==> config.mk <==
export PLATFORM = sky130hd
export DESIGN_NAME = drive_to_waypoint_p_controller
export DESIGN_NICKNAME = d
export VERILOG_FILES = /design/src/dtwp_pkg.sv /design/src/drive_to_waypoint_p_controller.sv /design/src/dtwp_csr.sv /design/src/dtwp_ctrl.sv /design/src/dtwp_dp.sv
export SDC_FILE = /design/constraint.sdc
export NUM_CORES = 2
export LEC_CHECK = 0
export BUFFER_PORTS_ARGS = -buffer_cell sky130_fd_sc_hd__buf_2
export CORE_MARGIN = 3
export CORE_UTILIZATION = 65
export CTS_CLUSTER_DIAMETER = 120
export DETAILED_ROUTE_END_ITERATION = 10
export PLACE_DENSITY = 0.83
export SYNTH_ARGS = -nofsm -noshare
export SYNTH_HDL_FRONTEND = slang
export SYNTH_SLANG_ARGS = --single-unit
==> constraint.sdc <==
create_clock -name clock -period 12.5 [get_ports clock]
set_input_delay 1.875 -clock clock [delete_from_list [all_inputs] [get_ports clock]]
set_output_delay 1.875 -clock clock [all_outputs]
set_load 0.03 [all_outputs]
==> src/dtwp_pkg.sv <==
// ============================================================================
// Waypoint drive controller package
// Types, register map and constants shared by the controller, the datapath,
// the register file and the top level.
// ============================================================================
package dtwp_pkg;

   // Encoder tick length in Q16 inches, as a signed multiplier operand.
   localparam logic signed [17:0] INCH_PER_TICK_Q16 = 18'sd2287;

   // Register file geometry.
   localparam int unsigned CSR_ADDR_W = 5;
   localparam int unsigned CSR_DATA_W = 32;

   // Register indexes (byte address is four times the index).
   localparam logic [2:0] REG_TARGET_DISTANCE = 3'd0;
   localparam logic [2:0] REG_TARGET_TURN     = 3'd1;
   localparam logic [2:0] REG_TRAVEL_GAIN     = 3'd2;
   localparam logic [2:0] REG_TURN_GAIN       = 3'd3;
   localparam logic [2:0] REG_TOP_SPEED       = 3'd4;
   localparam logic [2:0] REG_FLOOR_SPEED     = 3'd5;
   localparam logic [2:0] REG_SLOW_ZONE       = 3'd6;
   localparam logic [2:0] REG_RAMP_TIME       = 3'd7;

   // Register reset values.
   localparam logic [23:0] RST_TARGET_DISTANCE = 24'd0;
   localparam logic [12:0] RST_TARGET_TURN     = 13'd0;
   localparam logic [15:0] RST_TRAVEL_GAIN     = 16'd512;
   localparam logic [15:0] RST_TURN_GAIN       = 16'd25600;
   localparam logic [6:0]  RST_TOP_SPEED       = 7'd100;
   localparam logic [6:0]  RST_FLOOR_SPEED     = 7'd15;
   localparam logic [15:0] RST_SLOW_ZONE       = 16'd4608;
   localparam logic [15:0] RST_RAMP_TIME       = 16'd500;

   // Speed phase codes.
   localparam logic [1:0] PHASE_AT_DIST = 2'd0;
   localparam logic [1:0] PHASE_SLOWING = 2'd1;
   localparam logic [1:0] PHASE_ACCEL   = 2'd2;
   localparam logic [1:0] PHASE_COAST   = 2'd3;

   // Tolerances and the fixed balance nudge.
   localparam logic [36:0]        NEAR_Q8   = 37'd128;
   localparam logic signed [17:0] TURN_TOL  = 18'sd2;
   localparam logic signed [25:0] BAL_TOL   = 26'sd5;
   localparam logic signed [28:0] BAL_NUDGE = 29'sd50;

   // Ramp divider: quotient is below top speed, so seven bits.
   localparam int unsigned DIV_STEPS = 7;
   localparam int unsigned DIV_CNT_W = $clog2(DIV_STEPS);

   // Configuration register contents.
   typedef struct packed {
      logic signed [23:0] target_distance;
      logic signed [12:0] target_turn;
      logic [15:0]        travel_gain;
      logic [15:0]        turn_gain;
      logic [6:0]         top_speed;
      logic [6:0]         floor_speed;
      logic [15:0]        slow_zone;
      logic [15:0]        ramp_time;
   } cfg_type;

   // Sequencer states.
   typedef enum logic [3:0] {
      ST_IDLE,
      ST_DIFF,
      ST_MUL_DIST,
      ST_ERR,
      ST_MUL_MAG,
      ST_MUL_ROT,
      ST_MUL_RAMP,
      ST_DIV_LOAD,
      ST_DIV,
      ST_FINISH
   } state_type;

   // Operand selection for the shared multiplier.
   typedef enum logic [1:0] {
      MUL_DIST,
      MUL_MAG,
      MUL_ROT,
      MUL_RAMP
   } mul_sel_type;

   // Commands from the controller to the datapath.
   typedef struct packed {
      logic        load_in;
      logic        diff_en;
      logic        mul_en;
      mul_sel_type mul_sel;
      logic        err_en;
      logic        magp_en;
      logic        rotp_en;
      logic        div_init;
      logic        div_step;
      logic        out_load;
   } cmd_type;

endpackage

==> src/drive_to_waypoint_p_controller.sv <==
// ============================================================================
// Waypoint drive controller
// Proportional distance control with an acceleration ramp and proportional
// heading control, one command word per input word.
// ============================================================================
// Each accepted word yields one result word, registered in the output
// register once that register is free, and the next word is taken the cycle
// after the result is registered, so the block works on one word at a time.
// Its pace is set by the sequencer: a single shared signed multiplier is used four
// times in turn (distance, speed gain, turn gain, ramp numerator) and the ramp
// quotient comes from a seven-step restoring divider. The result sits in an
// output register, so a new word is accepted while the previous result waits
// to be taken. The configuration registers sit at byte addresses 0 to 28, one
// every four bytes, and must be written only while the block is idle.
module drive_to_waypoint_p_controller (
   input  logic                            clock,
   input  logic                            reset,
   // Input words.
   input  logic                            req_valid,
   output logic                            req_ready,
   input  logic                            req_start_step,
   input  logic signed [23:0]              req_left_count,
   input  logic signed [23:0]              req_right_count,
   input  logic signed [15:0]              req_heading,
   input  logic [15:0]                     req_elapsed_ms,
   // Result words.
   output logic                            rsp_valid,
   input  logic                            rsp_ready,
   output logic signed [7:0]               rsp_drive_cmd,
   output logic signed [7:0]               rsp_turn_cmd,
   output logic [1:0]                      rsp_phase,
   output logic                            rsp_at_distance,
   output logic                            rsp_finished,
   // Configuration port.
   input  logic                            csr_psel,
   input  logic                            csr_penable,
   input  logic                            csr_pwrite,
   input  logic [dtwp_pkg::CSR_ADDR_W-1:0] csr_paddr,
   input  logic [dtwp_pkg::CSR_DATA_W-1:0] csr_pwdata,
   output logic [dtwp_pkg::CSR_DATA_W-1:0] csr_prdata,
   output logic                            csr_pready
);

   dtwp_pkg::cfg_type cfg;
   dtwp_pkg::cmd_type cmd;

   // Configuration registers.
   dtwp_csr u_csr (
      .clock       (clock),
      .reset       (reset),
      .csr_psel    (csr_psel),
      .csr_penable (csr_penable),
      .csr_pwrite  (csr_pwrite),
      .csr_paddr   (csr_paddr),
      .csr_pwdata  (csr_pwdata),
      .csr_prdata  (csr_prdata),
      .csr_pready  (csr_pready),
      .cfg         (cfg)
   );

   // Sequencer.
   dtwp_ctrl u_ctrl (
      .clock     (clock),
      .reset     (reset),
      .req_valid (req_valid),
      .req_ready (req_ready),
      .rsp_valid (rsp_valid),
      .rsp_ready (rsp_ready),
      .cmd       (cmd)
   );

   // Datapath.
   dtwp_dp u_dp (
      .clock           (clock),
      .reset           (reset),
      .cmd             (cmd),
      .cfg             (cfg),
      .req_start_step  (req_start_step),
      .req_left_count  (req_left_count),
      .req_right_count (req_right_count),
      .req_heading     (req_heading),
      .req_elapsed_ms  (req_elapsed_ms),
      .rsp_drive_cmd   (rsp_drive_cmd),
      .rsp_turn_cmd    (rsp_turn_cmd),
      .rsp_phase       (rsp_phase),
      .rsp_at_distance (rsp_at_distance),
      .rsp_finished    (rsp_finished)
   );

`ifndef NO_ASSERTIONS
   // The block works on one word at a time.
   a_busy_after_accept: assert property (@(posedge clock) disable iff (reset)
      (req_valid && req_ready) |=> !req_ready)
      else $error("input accepted while a word is in progress");

   // A finished result carries zero commands.
   a_finished_zero: assert property (@(posedge clock) disable iff (reset)
      (rsp_valid && rsp_finished) |-> (rsp_drive_cmd == 8'sd0 && rsp_turn_cmd == 8'sd0))
      else $error("finished result with a nonzero command");

   // Finishing requires the distance flag.
   a_finished_reached: assert property (@(posedge clock) disable iff (reset)
      (rsp_valid && rsp_finished) |-> rsp_at_distance)
      else $error("finished without distance reached");

   // The at-distance phase always sets the sticky flag.
   a_phase_reached: assert property (@(posedge clock) disable iff (reset)
      (rsp_valid && rsp_phase == dtwp_pkg::PHASE_AT_DIST) |-> rsp_at_distance)
      else $error("at-distance phase without the distance flag");
`endif

endmodule

==> src/dtwp_csr.sv <==
// ============================================================================
// Waypoint drive controller register file
// APB-style configuration registers with reset values and a read mux.
// ============================================================================
module dtwp_csr (
   input  logic                               clock,
   input  logic                               reset,
   input  logic                               csr_psel,
   input  logic                               csr_penable,
   input  logic                               csr_pwrite,
   input  logic [dtwp_pkg::CSR_ADDR_W-1:0]    csr_paddr,
   input  logic [dtwp_pkg::CSR_DATA_W-1:0]    csr_pwdata,
   output logic [dtwp_pkg::CSR_DATA_W-1:0]    csr_prdata,
   output logic                               csr_pready,
   output dtwp_pkg::cfg_type                  cfg
);

   dtwp_pkg::cfg_type cfg_ff;
   dtwp_pkg::cfg_type cfg_in;
   logic [2:0]        index;
   logic              wr_en;

   assign index      = csr_paddr[4:2];
   assign wr_en      = csr_psel && csr_penable && csr_pwrite;
   assign csr_pready = 1'b1;
   assign cfg        = cfg_ff;

   // Next register contents on a completed write.
   always_comb begin
      cfg_in = cfg_ff;
      if (wr_en) begin
         case (index)
            dtwp_pkg::REG_TARGET_DISTANCE: cfg_in.target_distance = csr_pwdata[23:0];
            dtwp_pkg::REG_TARGET_TURN:     cfg_in.target_turn     = csr_pwdata[12:0];
            dtwp_pkg::REG_TRAVEL_GAIN:     cfg_in.travel_gain     = csr_pwdata[15:0];
            dtwp_pkg::REG_TURN_GAIN:       cfg_in.turn_gain       = csr_pwdata[15:0];
            dtwp_pkg::REG_TOP_SPEED:       cfg_in.top_speed       = csr_pwdata[6:0];
            dtwp_pkg::REG_FLOOR_SPEED:     cfg_in.floor_speed     = csr_pwdata[6:0];
            dtwp_pkg::REG_SLOW_ZONE:       cfg_in.slow_zone       = csr_pwdata[15:0];
            dtwp_pkg::REG_RAMP_TIME:       cfg_in.ramp_time       = csr_pwdata[15:0];
            default:                       cfg_in = cfg_ff;
         endcase
      end
   end

   always_ff @(posedge clock) begin
      if (reset) begin
         cfg_ff.target_distance <= dtwp_pkg::RST_TARGET_DISTANCE;
         cfg_ff.target_turn     <= dtwp_pkg::RST_TARGET_TURN;
         cfg_ff.travel_gain     <= dtwp_pkg::RST_TRAVEL_GAIN;
         cfg_ff.turn_gain       <= dtwp_pkg::RST_TURN_GAIN;
         cfg_ff.top_speed       <= dtwp_pkg::RST_TOP_SPEED;
         cfg_ff.floor_speed     <= dtwp_pkg::RST_FLOOR_SPEED;
         cfg_ff.slow_zone       <= dtwp_pkg::RST_SLOW_ZONE;
         cfg_ff.ramp_time       <= dtwp_pkg::RST_RAMP_TIME;
      end else begin
         cfg_ff <= cfg_in;
      end
   end

   // Read mux; values are returned zero-extended.
   always_comb begin
      case (index)
         dtwp_pkg::REG_TARGET_DISTANCE: csr_prdata = {8'd0, cfg_ff.target_distance};
         dtwp_pkg::REG_TARGET_TURN:     csr_prdata = {19'd0, cfg_ff.target_turn};
         dtwp_pkg::REG_TRAVEL_GAIN:     csr_prdata = {16'd0, cfg_ff.travel_gain};
         dtwp_pkg::REG_TURN_GAIN:       csr_prdata = {16'd0, cfg_ff.turn_gain};
         dtwp_pkg::REG_TOP_SPEED:       csr_prdata = {25'd0, cfg_ff.top_speed};
         dtwp_pkg::REG_FLOOR_SPEED:     csr_prdata = {25'd0, cfg_ff.floor_speed};
         dtwp_pkg::REG_SLOW_ZONE:       csr_prdata = {16'd0, cfg_ff.slow_zone};
         dtwp_pkg::REG_RAMP_TIME:       csr_prdata = {16'd0, cfg_ff.ramp_time};
         default:                       csr_prdata = '0;
      endcase
   end

endmodule

==> src/dtwp_ctrl.sv <==
// ============================================================================
// Waypoint drive controller sequencer
// Steps one word through the datapath: differences, four uses of the shared
// multiplier, the ramp divider and the final selection into the output word.
// ============================================================================
module dtwp_ctrl (
   input  logic              clock,
   input  logic              reset,
   input  logic              req_valid,
   output logic              req_ready,
   output logic              rsp_valid,
   input  logic              rsp_ready,
   output dtwp_pkg::cmd_type cmd
);

   dtwp_pkg::state_type                state_ff;
   dtwp_pkg::state_type                state_in;
   logic [dtwp_pkg::DIV_CNT_W-1:0]     cnt_ff;
   logic [dtwp_pkg::DIV_CNT_W-1:0]     cnt_in;
   logic                               rsp_valid_ff;
   logic                               rsp_valid_in;
   logic                               out_free;
   logic                               div_last;

   assign out_free  = !rsp_valid_ff || rsp_ready;
   assign div_last  = (cnt_ff == dtwp_pkg::DIV_CNT_W'(dtwp_pkg::DIV_STEPS - 1));
   assign rsp_valid = rsp_valid_ff;

   // Next state.
   always_comb begin
      state_in = state_ff;
      case (state_ff)
         dtwp_pkg::ST_IDLE:     if (req_valid) state_in = dtwp_pkg::ST_DIFF;
         dtwp_pkg::ST_DIFF:     state_in = dtwp_pkg::ST_MUL_DIST;
         dtwp_pkg::ST_MUL_DIST: state_in = dtwp_pkg::ST_ERR;
         dtwp_pkg::ST_ERR:      state_in = dtwp_pkg::ST_MUL_MAG;
         dtwp_pkg::ST_MUL_MAG:  state_in = dtwp_pkg::ST_MUL_ROT;
         dtwp_pkg::ST_MUL_ROT:  state_in = dtwp_pkg::ST_MUL_RAMP;
         dtwp_pkg::ST_MUL_RAMP: state_in = dtwp_pkg::ST_DIV_LOAD;
         dtwp_pkg::ST_DIV_LOAD: state_in = dtwp_pkg::ST_DIV;
         dtwp_pkg::ST_DIV:      if (div_last) state_in = dtwp_pkg::ST_FINISH;
         dtwp_pkg::ST_FINISH:   if (out_free) state_in = dtwp_pkg::ST_IDLE;
         default:               state_in = dtwp_pkg::ST_IDLE;
      endcase
   end

   // Commands per state.
   always_comb begin
      cmd       = '0;
      req_ready = 1'b0;
      case (state_ff)
         dtwp_pkg::ST_IDLE: begin
            req_ready   = 1'b1;
            cmd.load_in = req_valid;
         end
         dtwp_pkg::ST_DIFF: cmd.diff_en = 1'b1;
         dtwp_pkg::ST_MUL_DIST: begin
            cmd.mul_en  = 1'b1;
            cmd.mul_sel = dtwp_pkg::MUL_DIST;
         end
         dtwp_pkg::ST_ERR: cmd.err_en = 1'b1;
         dtwp_pkg::ST_MUL_MAG: begin
            cmd.mul_en  = 1'b1;
            cmd.mul_sel = dtwp_pkg::MUL_MAG;
         end
         dtwp_pkg::ST_MUL_ROT: begin
            cmd.mul_en  = 1'b1;
            cmd.mul_sel = dtwp_pkg::MUL_ROT;
            cmd.magp_en = 1'b1;
         end
         dtwp_pkg::ST_MUL_RAMP: begin
            cmd.mul_en  = 1'b1;
            cmd.mul_sel = dtwp_pkg::MUL_RAMP;
            cmd.rotp_en = 1'b1;
         end
         dtwp_pkg::ST_DIV_LOAD: cmd.div_init = 1'b1;
         dtwp_pkg::ST_DIV:      cmd.div_step = 1'b1;
         dtwp_pkg::ST_FINISH:   cmd.out_load = out_free;
         default:               cmd = '0;
      endcase
   end

   // Divider step counter and output word valid.
   always_comb begin
      cnt_in = cnt_ff;
      if (cmd.div_init) begin
         cnt_in = '0;
      end else if (cmd.div_step) begin
         cnt_in = cnt_ff + 1'b1;
      end
      if (cmd.out_load) begin
         rsp_valid_in = 1'b1;
      end else if (rsp_ready) begin
         rsp_valid_in = 1'b0;
      end else begin
         rsp_valid_in = rsp_valid_ff;
      end
   end

   always_ff @(posedge clock) begin
      if (reset) begin
         state_ff     <= dtwp_pkg::ST_IDLE;
         cnt_ff       <= '0;
         rsp_valid_ff <= 1'b0;
      end else begin
         state_ff     <= state_in;
         cnt_ff       <= cnt_in;
         rsp_valid_ff <= rsp_valid_in;
      end
   end

endmodule

==> src/dtwp_dp.sv <==
// ============================================================================
// Waypoint drive controller datapath
// Baselines, encoder and heading differences, a shared signed multiplier,
// a restoring ramp divider and the phase and command selection.
// ============================================================================
module dtwp_dp (
   input  logic               clock,
   input  logic               reset,
   input  dtwp_pkg::cmd_type  cmd,
   input  dtwp_pkg::cfg_type  cfg,
   input  logic               req_start_step,
   input  logic signed [23:0] req_left_count,
   input  logic signed [23:0] req_right_count,
   input  logic signed [15:0] req_heading,
   input  logic [15:0]        req_elapsed_ms,
   output logic signed [7:0]  rsp_drive_cmd,
   output logic signed [7:0]  rsp_turn_cmd,
   output logic [1:0]         rsp_phase,
   output logic               rsp_at_distance,
   output logic               rsp_finished
);

   // Latched input word and step state.
   logic signed [23:0] left_ff, right_ff;
   logic signed [15:0] heading_ff;
   logic [15:0]        elapsed_ff;
   logic [23:0]        base_left_ff, base_right_ff;
   logic [15:0]        base_heading_ff;
   logic               reached_ff;
   logic               reached_in;

   // Intermediate results.
   logic signed [24:0] dl, dr;
   logic signed [25:0] sum_in, sum_ff, bal_in, bal_ff;
   logic signed [17:0] aerr_in, aerr_ff;
   logic signed [26:0] mul_a;
   logic signed [17:0] mul_b;
   logic signed [44:0] prod_in, prod_ff;
   logic signed [44:0] prod_b9, prod_b16, prod_b8;
   logic signed [35:0] travel_q8;
   logic signed [36:0] err_in, err_ff;
   logic [36:0]        abserr_in, abserr_ff;
   logic signed [17:0] magp_ff;
   logic signed [27:0] rotp_ff;
   logic [22:0]        rem_ff, rem_in;
   logic [21:0]        dsr_ff, dsr_in;
   logic [6:0]         quo_ff, quo_in;

   // Final selection.
   logic               near, slow, ramp, forward, straight, good_rot, fin, now_reached;
   logic signed [19:0] top20, flr20, mag, mag_v;
   logic signed [28:0] top29, flr29, rot, rot_v;
   logic [1:0]         phase;

   logic signed [7:0]  drive_ff, turn_ff;
   logic [1:0]         phase_ff;
   logic               at_dist_ff, fin_ff;

   // Input latch and baselines on a new step; the baselines clear on reset.
   always_ff @(posedge clock) begin
      if (reset) begin
         base_left_ff    <= '0;
         base_right_ff   <= '0;
         base_heading_ff <= '0;
      end else if (cmd.load_in) begin
         left_ff    <= req_left_count;
         right_ff   <= req_right_count;
         heading_ff <= req_heading;
         elapsed_ff <= req_elapsed_ms;
         if (req_start_step) begin
            base_left_ff    <= req_left_count;
            base_right_ff   <= req_right_count;
            base_heading_ff <= req_heading;
         end
      end
   end

   // Sticky distance flag: cleared on a new step, set when a word is near.
   always_comb begin
      reached_in = reached_ff;
      if (cmd.load_in && req_start_step) begin
         reached_in = 1'b0;
      end else if (cmd.out_load && near) begin
         reached_in = 1'b1;
      end
   end

   always_ff @(posedge clock) begin
      if (reset) begin
         reached_ff <= 1'b0;
      end else begin
         reached_ff <= reached_in;
      end
   end

   // Encoder and heading differences.
   always_comb begin
      dl      = $signed({left_ff[23], left_ff}) - $signed({base_left_ff[23], base_left_ff});
      dr      = $signed({right_ff[23], right_ff})
                - $signed({base_right_ff[23], base_right_ff});
      sum_in  = $signed({dl[24], dl}) + $signed({dr[24], dr});
      bal_in  = $signed({dr[24], dr}) - $signed({dl[24], dl});
      aerr_in = $signed({{5{cfg.target_turn[12]}}, cfg.target_turn})
                - ($signed({{2{base_heading_ff[15]}}, base_heading_ff})
                   - $signed({{2{heading_ff[15]}}, heading_ff}));
   end

   always_ff @(posedge clock) begin
      if (cmd.diff_en) begin
         sum_ff  <= sum_in;
         bal_ff  <= bal_in;
         aerr_ff <= aerr_in;
      end
   end

   // Shared multiplier with operand selection.
   always_comb begin
      case (cmd.mul_sel)
         dtwp_pkg::MUL_DIST: begin
            mul_a = $signed({sum_ff[25], sum_ff});
            mul_b = dtwp_pkg::INCH_PER_TICK_Q16;
         end
         dtwp_pkg::MUL_MAG: begin
            mul_a = $signed({{9{err_ff[17]}}, err_ff[17:0]});
            mul_b = $signed({2'b00, cfg.travel_gain});
         end
         dtwp_pkg::MUL_ROT: begin
            mul_a = $signed({{9{aerr_ff[17]}}, aerr_ff});
            mul_b = $signed({2'b00, cfg.turn_gain});
         end
         dtwp_pkg::MUL_RAMP: begin
            mul_a = $signed({11'd0, elapsed_ff});
            mul_b = $signed({11'd0, cfg.top_speed});
         end
         default: begin
            mul_a = '0;
            mul_b = '0;
         end
      endcase
      prod_in = mul_a * mul_b;
   end

   always_ff @(posedge clock) begin
      if (cmd.mul_en) begin
         prod_ff <= prod_in;
      end
   end

   // Shifts that round toward zero: bias negative products before the shift.
   always_comb begin
      prod_b9   = prod_ff + (prod_ff[44] ? 45'sd511 : 45'sd0);
      prod_b16  = prod_ff + (prod_ff[44] ? 45'sd65535 : 45'sd0);
      prod_b8   = prod_ff + (prod_ff[44] ? 45'sd255 : 45'sd0);
      travel_q8 = prod_b9[44:9];
      err_in    = $signed({{13{cfg.target_distance[23]}}, cfg.target_distance})
                  - $signed({travel_q8[35], travel_q8});
      abserr_in = err_in[36] ? 37'(-err_in) : 37'(err_in);
   end

   // Distance error and the two proportional terms.
   always_ff @(posedge clock) begin
      if (cmd.err_en) begin
         err_ff    <= err_in;
         abserr_ff <= abserr_in;
      end
      if (cmd.magp_en) begin
         magp_ff <= prod_b16[33:16];
      end
      if (cmd.rotp_en) begin
         rotp_ff <= prod_b8[35:8];
      end
   end

   // Restoring divider for the ramp: one quotient bit per step.
   always_comb begin
      rem_in = rem_ff;
      dsr_in = dsr_ff;
      quo_in = quo_ff;
      if (cmd.div_init) begin
         rem_in = prod_ff[22:0];
         dsr_in = {cfg.ramp_time, 6'd0};
         quo_in = '0;
      end else if (cmd.div_step) begin
         if (rem_ff >= {1'b0, dsr_ff}) begin
            rem_in = rem_ff - {1'b0, dsr_ff};
            quo_in = {quo_ff[5:0], 1'b1};
         end else begin
            quo_in = {quo_ff[5:0], 1'b0};
         end
         dsr_in = {1'b0, dsr_ff[21:1]};
      end
   end

   always_ff @(posedge clock) begin
      rem_ff <= rem_in;
      dsr_ff <= dsr_in;
      quo_ff <= quo_in;
   end

   // Speed magnitude and phase.
   always_comb begin
      near     = abserr_ff < dtwp_pkg::NEAR_Q8;
      slow     = abserr_ff < {21'd0, cfg.slow_zone};
      ramp     = elapsed_ff < cfg.ramp_time;
      forward  = !cfg.target_distance[23];
      straight = (cfg.target_turn == 13'd0);
      top20    = $signed({13'd0, cfg.top_speed});
      flr20    = $signed({13'd0, cfg.floor_speed});
      mag_v    = '0;
      if (near) begin
         mag   = '0;
         phase = dtwp_pkg::PHASE_AT_DIST;
      end else if (slow) begin
         phase = dtwp_pkg::PHASE_SLOWING;
         if (forward) begin
            mag_v = $signed({{2{magp_ff[17]}}, magp_ff}) + flr20;
            if (mag_v > top20) begin
               mag = top20;
            end else if (mag_v < flr20) begin
               mag = flr20;
            end else begin
               mag = mag_v;
            end
         end else begin
            mag_v = $signed({{2{magp_ff[17]}}, magp_ff}) - flr20;
            if (mag_v > -flr20) begin
               mag = -flr20;
            end else if (mag_v < -top20) begin
               mag = -top20;
            end else begin
               mag = mag_v;
            end
         end
      end else if (ramp) begin
         phase = dtwp_pkg::PHASE_ACCEL;
         mag   = forward ? $signed({13'd0, quo_ff}) : -$signed({13'd0, quo_ff});
      end else begin
         phase = dtwp_pkg::PHASE_COAST;
         mag   = forward ? top20 : -top20;
      end
   end

   // Rotation command, balance nudge and the finished override.
   always_comb begin
      now_reached = reached_ff || near;
      top29       = $signed({22'd0, cfg.top_speed});
      flr29       = $signed({22'd0, cfg.floor_speed});
      good_rot    = 1'b0;
      rot         = '0;
      rot_v       = '0;
      if (!straight) begin
         if ((aerr_ff > -dtwp_pkg::TURN_TOL) && (aerr_ff < dtwp_pkg::TURN_TOL)) begin
            good_rot = 1'b1;
         end else if (!aerr_ff[17]) begin
            rot_v = $signed({rotp_ff[27], rotp_ff}) + flr29;
            if (rot_v > top29) begin
               rot = top29;
            end else if (rot_v < -top29) begin
               rot = -top29;
            end else begin
               rot = rot_v;
            end
         end else begin
            rot_v = $signed({rotp_ff[27], rotp_ff}) - flr29;
            if (rot_v > -flr29) begin
               rot = -flr29;
            end else if (rot_v < -top29) begin
               rot = -top29;
            end else begin
               rot = rot_v;
            end
         end
      end else if (now_reached) begin
         if ((bal_ff > -dtwp_pkg::BAL_TOL) && (bal_ff < dtwp_pkg::BAL_TOL)) begin
            good_rot = 1'b1;
         end else if (bal_ff > 26'sd0) begin
            rot = dtwp_pkg::BAL_NUDGE;
         end else begin
            rot = -dtwp_pkg::BAL_NUDGE;
         end
      end
      fin = now_reached && good_rot;
   end

   // Output word register.
   always_ff @(posedge clock) begin
      if (cmd.out_load) begin
         drive_ff   <= (fin || (straight && now_reached)) ? 8'sd0 : mag[7:0];
         turn_ff    <= fin ? 8'sd0 : rot[7:0];
         phase_ff   <= phase;
         at_dist_ff <= now_reached;
         fin_ff     <= fin;
      end
   end

   assign rsp_drive_cmd   = drive_ff;
   assign rsp_turn_cmd    = turn_ff;
   assign rsp_phase       = phase_ff;
   assign rsp_at_distance = at_dist_ff;
   assign rsp_finished    = fin_ff;

endmodule
==> Yosys cells after proc, flatten, opt, wreduce, memory -nomap -nowiden <==
Cells that the tools add are included.
{ "classes": {"add_sub_neg": 22, "mul": 1, "div_mod_pow": 0, "n_lt_le_gt_ge": 17, "eq_ne": 23, "shifts": 0, "mux": 54, "n_bitwise": 1, "n_reduce_logical": 35} }
{ "op_table": {"columns": ["op", "n"], "rows": [
  ["$pmux 32 s8", 1],
  ["$mux 8", 20],
  ["$pmux 27 s4", 1],
  ["$pmux 18 s4", 1],
  ["$mux 23", 3],
  ["$lt 29x29->1", 2],
  ["$neg 7->29", 2],
  ["$sub 24x24->25", 2],
  ["$add 45x10->45", 1],
  ["$mul 27x18->45", 1],
  ["$mux 22", 2],
  ["$neg 7->20", 2],
  ["$pmux 4 s10", 1],
  ["$lt 37x16->1", 1],
  ["$lt 37x8->1 const B", 1],
  ["$neg 37->37", 1],
  ["$sub 24x36->37", 1],
  ["$add 36x9->36", 1],
  ["$mux 36", 1],
  ["$add 34x34->34", 1],
  ["$add 28x8->29", 1],
  ["$gt 29x29->1", 1],
  ["$gt 29x8->1", 1],
  ["$sub 28x8->29", 1],
  ["other kinds (48)", 103]
]} }
{ "totals": {"register_bits": 556, "latchBits": 0, "mem_bits_rw": 0, "rom_bits": 0, "in_bits": 125, "out_inout_bits": 55, "elab_cells": 191, "mem_count": 0} }

==> Depth between registers and ports, before layout <==
{ "depth": {"word_depth": 8, "depth_mapped": 32} }

==> Cells and area by module <==
From an unflattened synthesis, not the netlist that was laid out.
{ "unflattened": {"hier_cells": 6240, "area_unflattened_um2": 54928.9} }
{ "by_module_without_submodules": {"columns": ["mod", "n_inst", "cells_each", "area_per_inst_um2"], "rows": [
  ["dtwp_dp", 1, 5494, 49148.4],
  ["dtwp_csr", 1, 687, 5303.8],
  ["dtwp_ctrl", 1, 59, 476.7]
]} }

==> Worst setup path after synthesis <==
OpenSTA, ideal clock, no wires.
{ "synth_path": {"kind": "reg-to-reg", "start": "register u_ctrl.state_ff[2]", "end": "register u_dp.prod_ff[44] (data pin)", "arrival_time_ns": 8.837, "setup_slack_ns": 3.399, "stages_incl_launch_ff": 33, "path_buffers": 2, "period_less_slack_ns": 9.101, "path_cell_list": "dfxtp_1 > clkbuf_1 > nand2_1 > nor3_1 > clkbuf_1 > a22oi_1 > nand3_1 > o21a_1 > nand2_1 > fa_1 > inv_1 > fa_1 > inv_1 > fa_1 > inv_1 > fa_1 > fa_1 > inv_1 > fa_1 > inv_1 > ha_1 > nand4_1 > nor2_1 > o2bb2ai_1 > a31o_2 > nor2_1 > o31ai_1 > a221o_1 > a2111oi_0 > o31a_1 > o21ai_1 > a221oi_1 > xnor2_1"} }
{ "synth_between": {"elab_chain_len": 5, "word_cells_on_any_way": 12, "classes_between": "mul: 1; eq/ne: 7; mux: 3; reduce/logical: 1"} }
{ "synth_rtl": {"columns": ["element", "line_no", "text"], "rows": [
  ["from (decl)", "dtwp_ctrl.sv:16", "dtwp_pkg::state_type state_ff;"],
  ["from (signal assigned)", "dtwp_ctrl.sv:102", "state_ff <= dtwp_pkg::ST_IDLE;"],
  ["from (signal assigned)", "dtwp_ctrl.sv:106", "state_ff <= state_in;"],
  ["$eq 4x3->1 / $eq 4x2->1 (equally long branches)", "dtwp_ctrl.sv:51", "case (state_ff)"],
  ["$pmux 3 s4 *", "dtwp_ctrl.sv:51", null],
  ["$eq 2x2->1, or another cell as far along", "dtwp_dp.sv:118", "case (cmd.mul_sel)"],
  ["$pmux 27 s4 / $pmux 18 s4 (equally long branches)", "dtwp_dp.sv:118", null],
  ["$mul 27x18->45 *", "dtwp_dp.sv:140", "prod_in = mul_a * mul_b;"],
  ["via u_dp.prod_in[44]", "dtwp_dp.sv:38", "logic signed [44:0] prod_in, prod_ff;"],
  ["to (signal assigned)", "dtwp_dp.sv:145", "prod_ff <= prod_in;"],
  ["to (decl)", "dtwp_dp.sv:38", null]
]} }
Mark *: on every way through the listed nets, which the timed path passes. The rest lies on a longest branch. The select of a mux whose other input is x is not followed.
A chain may end at the register's enable or synchronous reset.

==> Worst setup path in the final report <==
{ "layout_path": {"start": "register u_ctrl.state_ff[1]", "end": "register u_dp.prod_ff[44] (data pin)"} }
The elaborated chain is that of the path after synthesis.

==> results.yml <==
flow_run:
  maxCapViolCount: 0
worst_hold_path:
  hp-class: "flop to flop"
placed_design:
  port_buffers: 160
  dp_cells: 7183
  hpwl_um: 135000
  routabilityCongestion: 1.05
critical_path:
  slowest_stage: "dfxtp_1"
  setup.worst_path.start_class: "flop"
  cp.required_ps: 12870
  arrival_ps: 11240
  crit_path_frequent_cell: "fa_1"
  critPathMaxFanout: 34
  cp_top_family: "adder cells"
  slowest_delay_ps: 950
  critical_path_class: "flop to flop"
  cp.buffers_inverters: 5
  end_kind: "flop"
yosys:
  async_flop_share: 0
  post-synth-top-count-cell: "inv_1"
  synth-simple-area-share: 0.159
  synth_cells: 6134
  synth_area_um2: 54000
  synth.distinct_cells: 93
  synth_seq_cells: 554
  synth_edf_count: 353
  synth_top_family_by_area: "adder cells"
  ys_seq_area_frac: 0.271
  synth_ff_type: "edfxtp_1"
  synthAdderAreaFrac: 0.276
  synthMuxAreaShare: 0.0151
  synth_compound_area_frac: 0.139
  syn_area_per_cell_um2: 8.81
  synth_top_area_cell: "edfxtp_1"
  synthXorXnorAreaFrac: 0.0595
  yosys-top-cells-area: "edfxtp_1 (20%), fa_1 (16%), ha_1 (12%)"
  yosysWarnings: 0
  synth_commonest_cells: "inv_1 (888), nand2_1 (806), ha_1 (502), nor2_1 (469), fa_1 (432)"
  yosysTopAreaCellShare: 0.196
status:
  status: "complete, no violations"
clocking:
  cts_setup_buffers: 0
  cts_tree: "done"
  cts-root-to-sink-buffers: 3
  cts.clk_slew.worst_paths_ps: 60
  h-tree-depth: 3
  cts.sink_count: 554
  cts_resized: 0
  numCtsBuffers: 66
  clk_latency_ps: 640
  clockRootBuffer: "clkbuf_16"
  postCtsHoldBufs: 0
finish:
  nNetsFinal: 7240
  stdcell_count: 7312
  drive_gt1_frac: 0.0659
  area_delta_synth_final_pct: 7.22
detailed_routing:
  finalWirelength_um: 170000
  ant_nets: 0
  drt_iter0_drc: 4924
  post_drt_wl_per_cell_um: 23.3
  avgViaCountPerCell: 6.27
  detailroute.via_count: 45800
  drc: 0
  dr.pass1.iters: 6
sta:
  finalClockSkew_ps: 39.7
  maxSlewViolCount: 0
  relSlewSlack: 0.201
  hold_viol: 0
  timing.fmax_ghz: 0.0920
  rsz0062_at_grt: "false"
  setup_viol: 0
  finalSetupTns_ps: 0
  finalCriticalPeriod_ps: 10870
  period_share: 0.870
  tightest_slew_ps: 1200
grt:
  antenna_found_initial: 11
  grt_pass1_vias: 45300
  grt_max_degree: 78
  track_usage: 0.394
  overflow: 0
  grt_pass1_wl_um: 260000
floorplanning:
  die_area_um2: 86600
  initial_utilization: 0.657
  core_um2: 82200
  std_cell_rows: 105
  ios: 180
  die_w_um: 294
  die_y_um: 294
-- path summary, 6_finish.rpt --
kind	start	end	slack [ps]	cells past startpoint
worst min-delay path	u_dp.base_left_ff[21]$_SDFFE_PP0P_	u_dp.base_left_ff[21]$_SDFFE_PP0P_	450	2
worst min register to register	u_dp.base_left_ff[21]$_SDFFE_PP0P_	u_dp.base_left_ff[21]$_SDFFE_PP0P_	450	2
worst max register to register	u_ctrl.state_ff[1]$_SDFFE_PP0P_	u_dp.prod_ff[44]$_DFFE_PP_	1630	29
worst max-delay path	u_ctrl.state_ff[1]$_SDFFE_PP0P_	u_dp.prod_ff[44]$_DFFE_PP_	1630	29
-- stage by stage --
stage                     hold WS (ps)  cell area [um^2]  utilization  setup WS (ps)
after floorplan                    436             54100            -           3400
after global placement             441             55800        0.678           2200
after detailed placement           446             55800        0.678           1890
after CTS                          454             57900        0.704           1840
after global routing               470             57900        0.704           1140
final                              454             57900        0.704           1630
-- cells by family after synthesis --
| family | after synthesis |
|---|---|
| AO/OA/AOI/OAI | 1181 |
| XOR/XNOR | 367 |
| adder cells (fa/ha/maj) | 934 |
| buffers and inverters | 1132 |
| flip-flops | 554 |
| multiplexers | 65 |
| other | 2 |
| AND/OR/NAND/NOR | 1899 |
-- per-layer routing --
metal | routed length, um | up-vias | GRT usage | part of all wire
li1 | - | 20700 | - | -
met2 | 75100 | 2474 | 0.606 | 0.44
met5 | 22 | - | 0 | 0.00013
met4 | 13400 | 4 | 0.263 | 0.079
met3 | 18300 | 600 | 0.0878 | 0.11
met1 | 63300 | 22100 | 0.500 | 0.37
-- registers in the layout, indices dropped and copies added, names as in the netlist, 17 cells and up --
register,cells
u_csr.cfg,115
u_dp.abserr_ff,37
u_dp.aerr_ff,18
u_dp.bal_ff,26
u_dp.base_left_ff,24
u_dp.base_right_ff,24
u_dp.dsr_ff,22
u_dp.err_ff,17
u_dp.left_ff,24
u_dp.magp_ff,18
u_dp.prod_ff,45
u_dp.rem_ff,23
u_dp.right_ff,24
u_dp.rotp_ff,28
u_dp.sum_ff,25
-- tightest hold or removal path: stages, from the launching register on --
cell	delay, ps
dfxtp_1	310
nand2_1	50
a21oi_1	50
-- cell usage in the layout, fill, tap and decap left out, types with 65 or more instances in the layout --
cell type and n:
a21oi_1 413, nand2_1 806, nor2_1 465, a21o_1 113
dfxtp_1 201, nand4_1 75, xnor2_1 239, xor2_1 128
o21ai_0 178, o21a_1 65, buf_2 159, nor3_1 88
ha_1 502, fa_1 432, clkbuf_16 69, inv_1 888
nand3_1 91, edfxtp_1 353
-- layout make-up --
type | count | area, um^2
sequential | 554 | 14600
multi-input combinational | 4455 | 35300
clock buffer | 87 | 1820
tap | 1070 | 1340
timing repair buffer | 214 | 1210
fill | 6399 | 24300
antenna | 9 | 22.5
inverter | 890 | 3340
clock inverter | 33 | 308
Power is left out: the tool's default activity adds up to more than one toggle a clock period on the data nets, which glitch-free logic cannot reach.
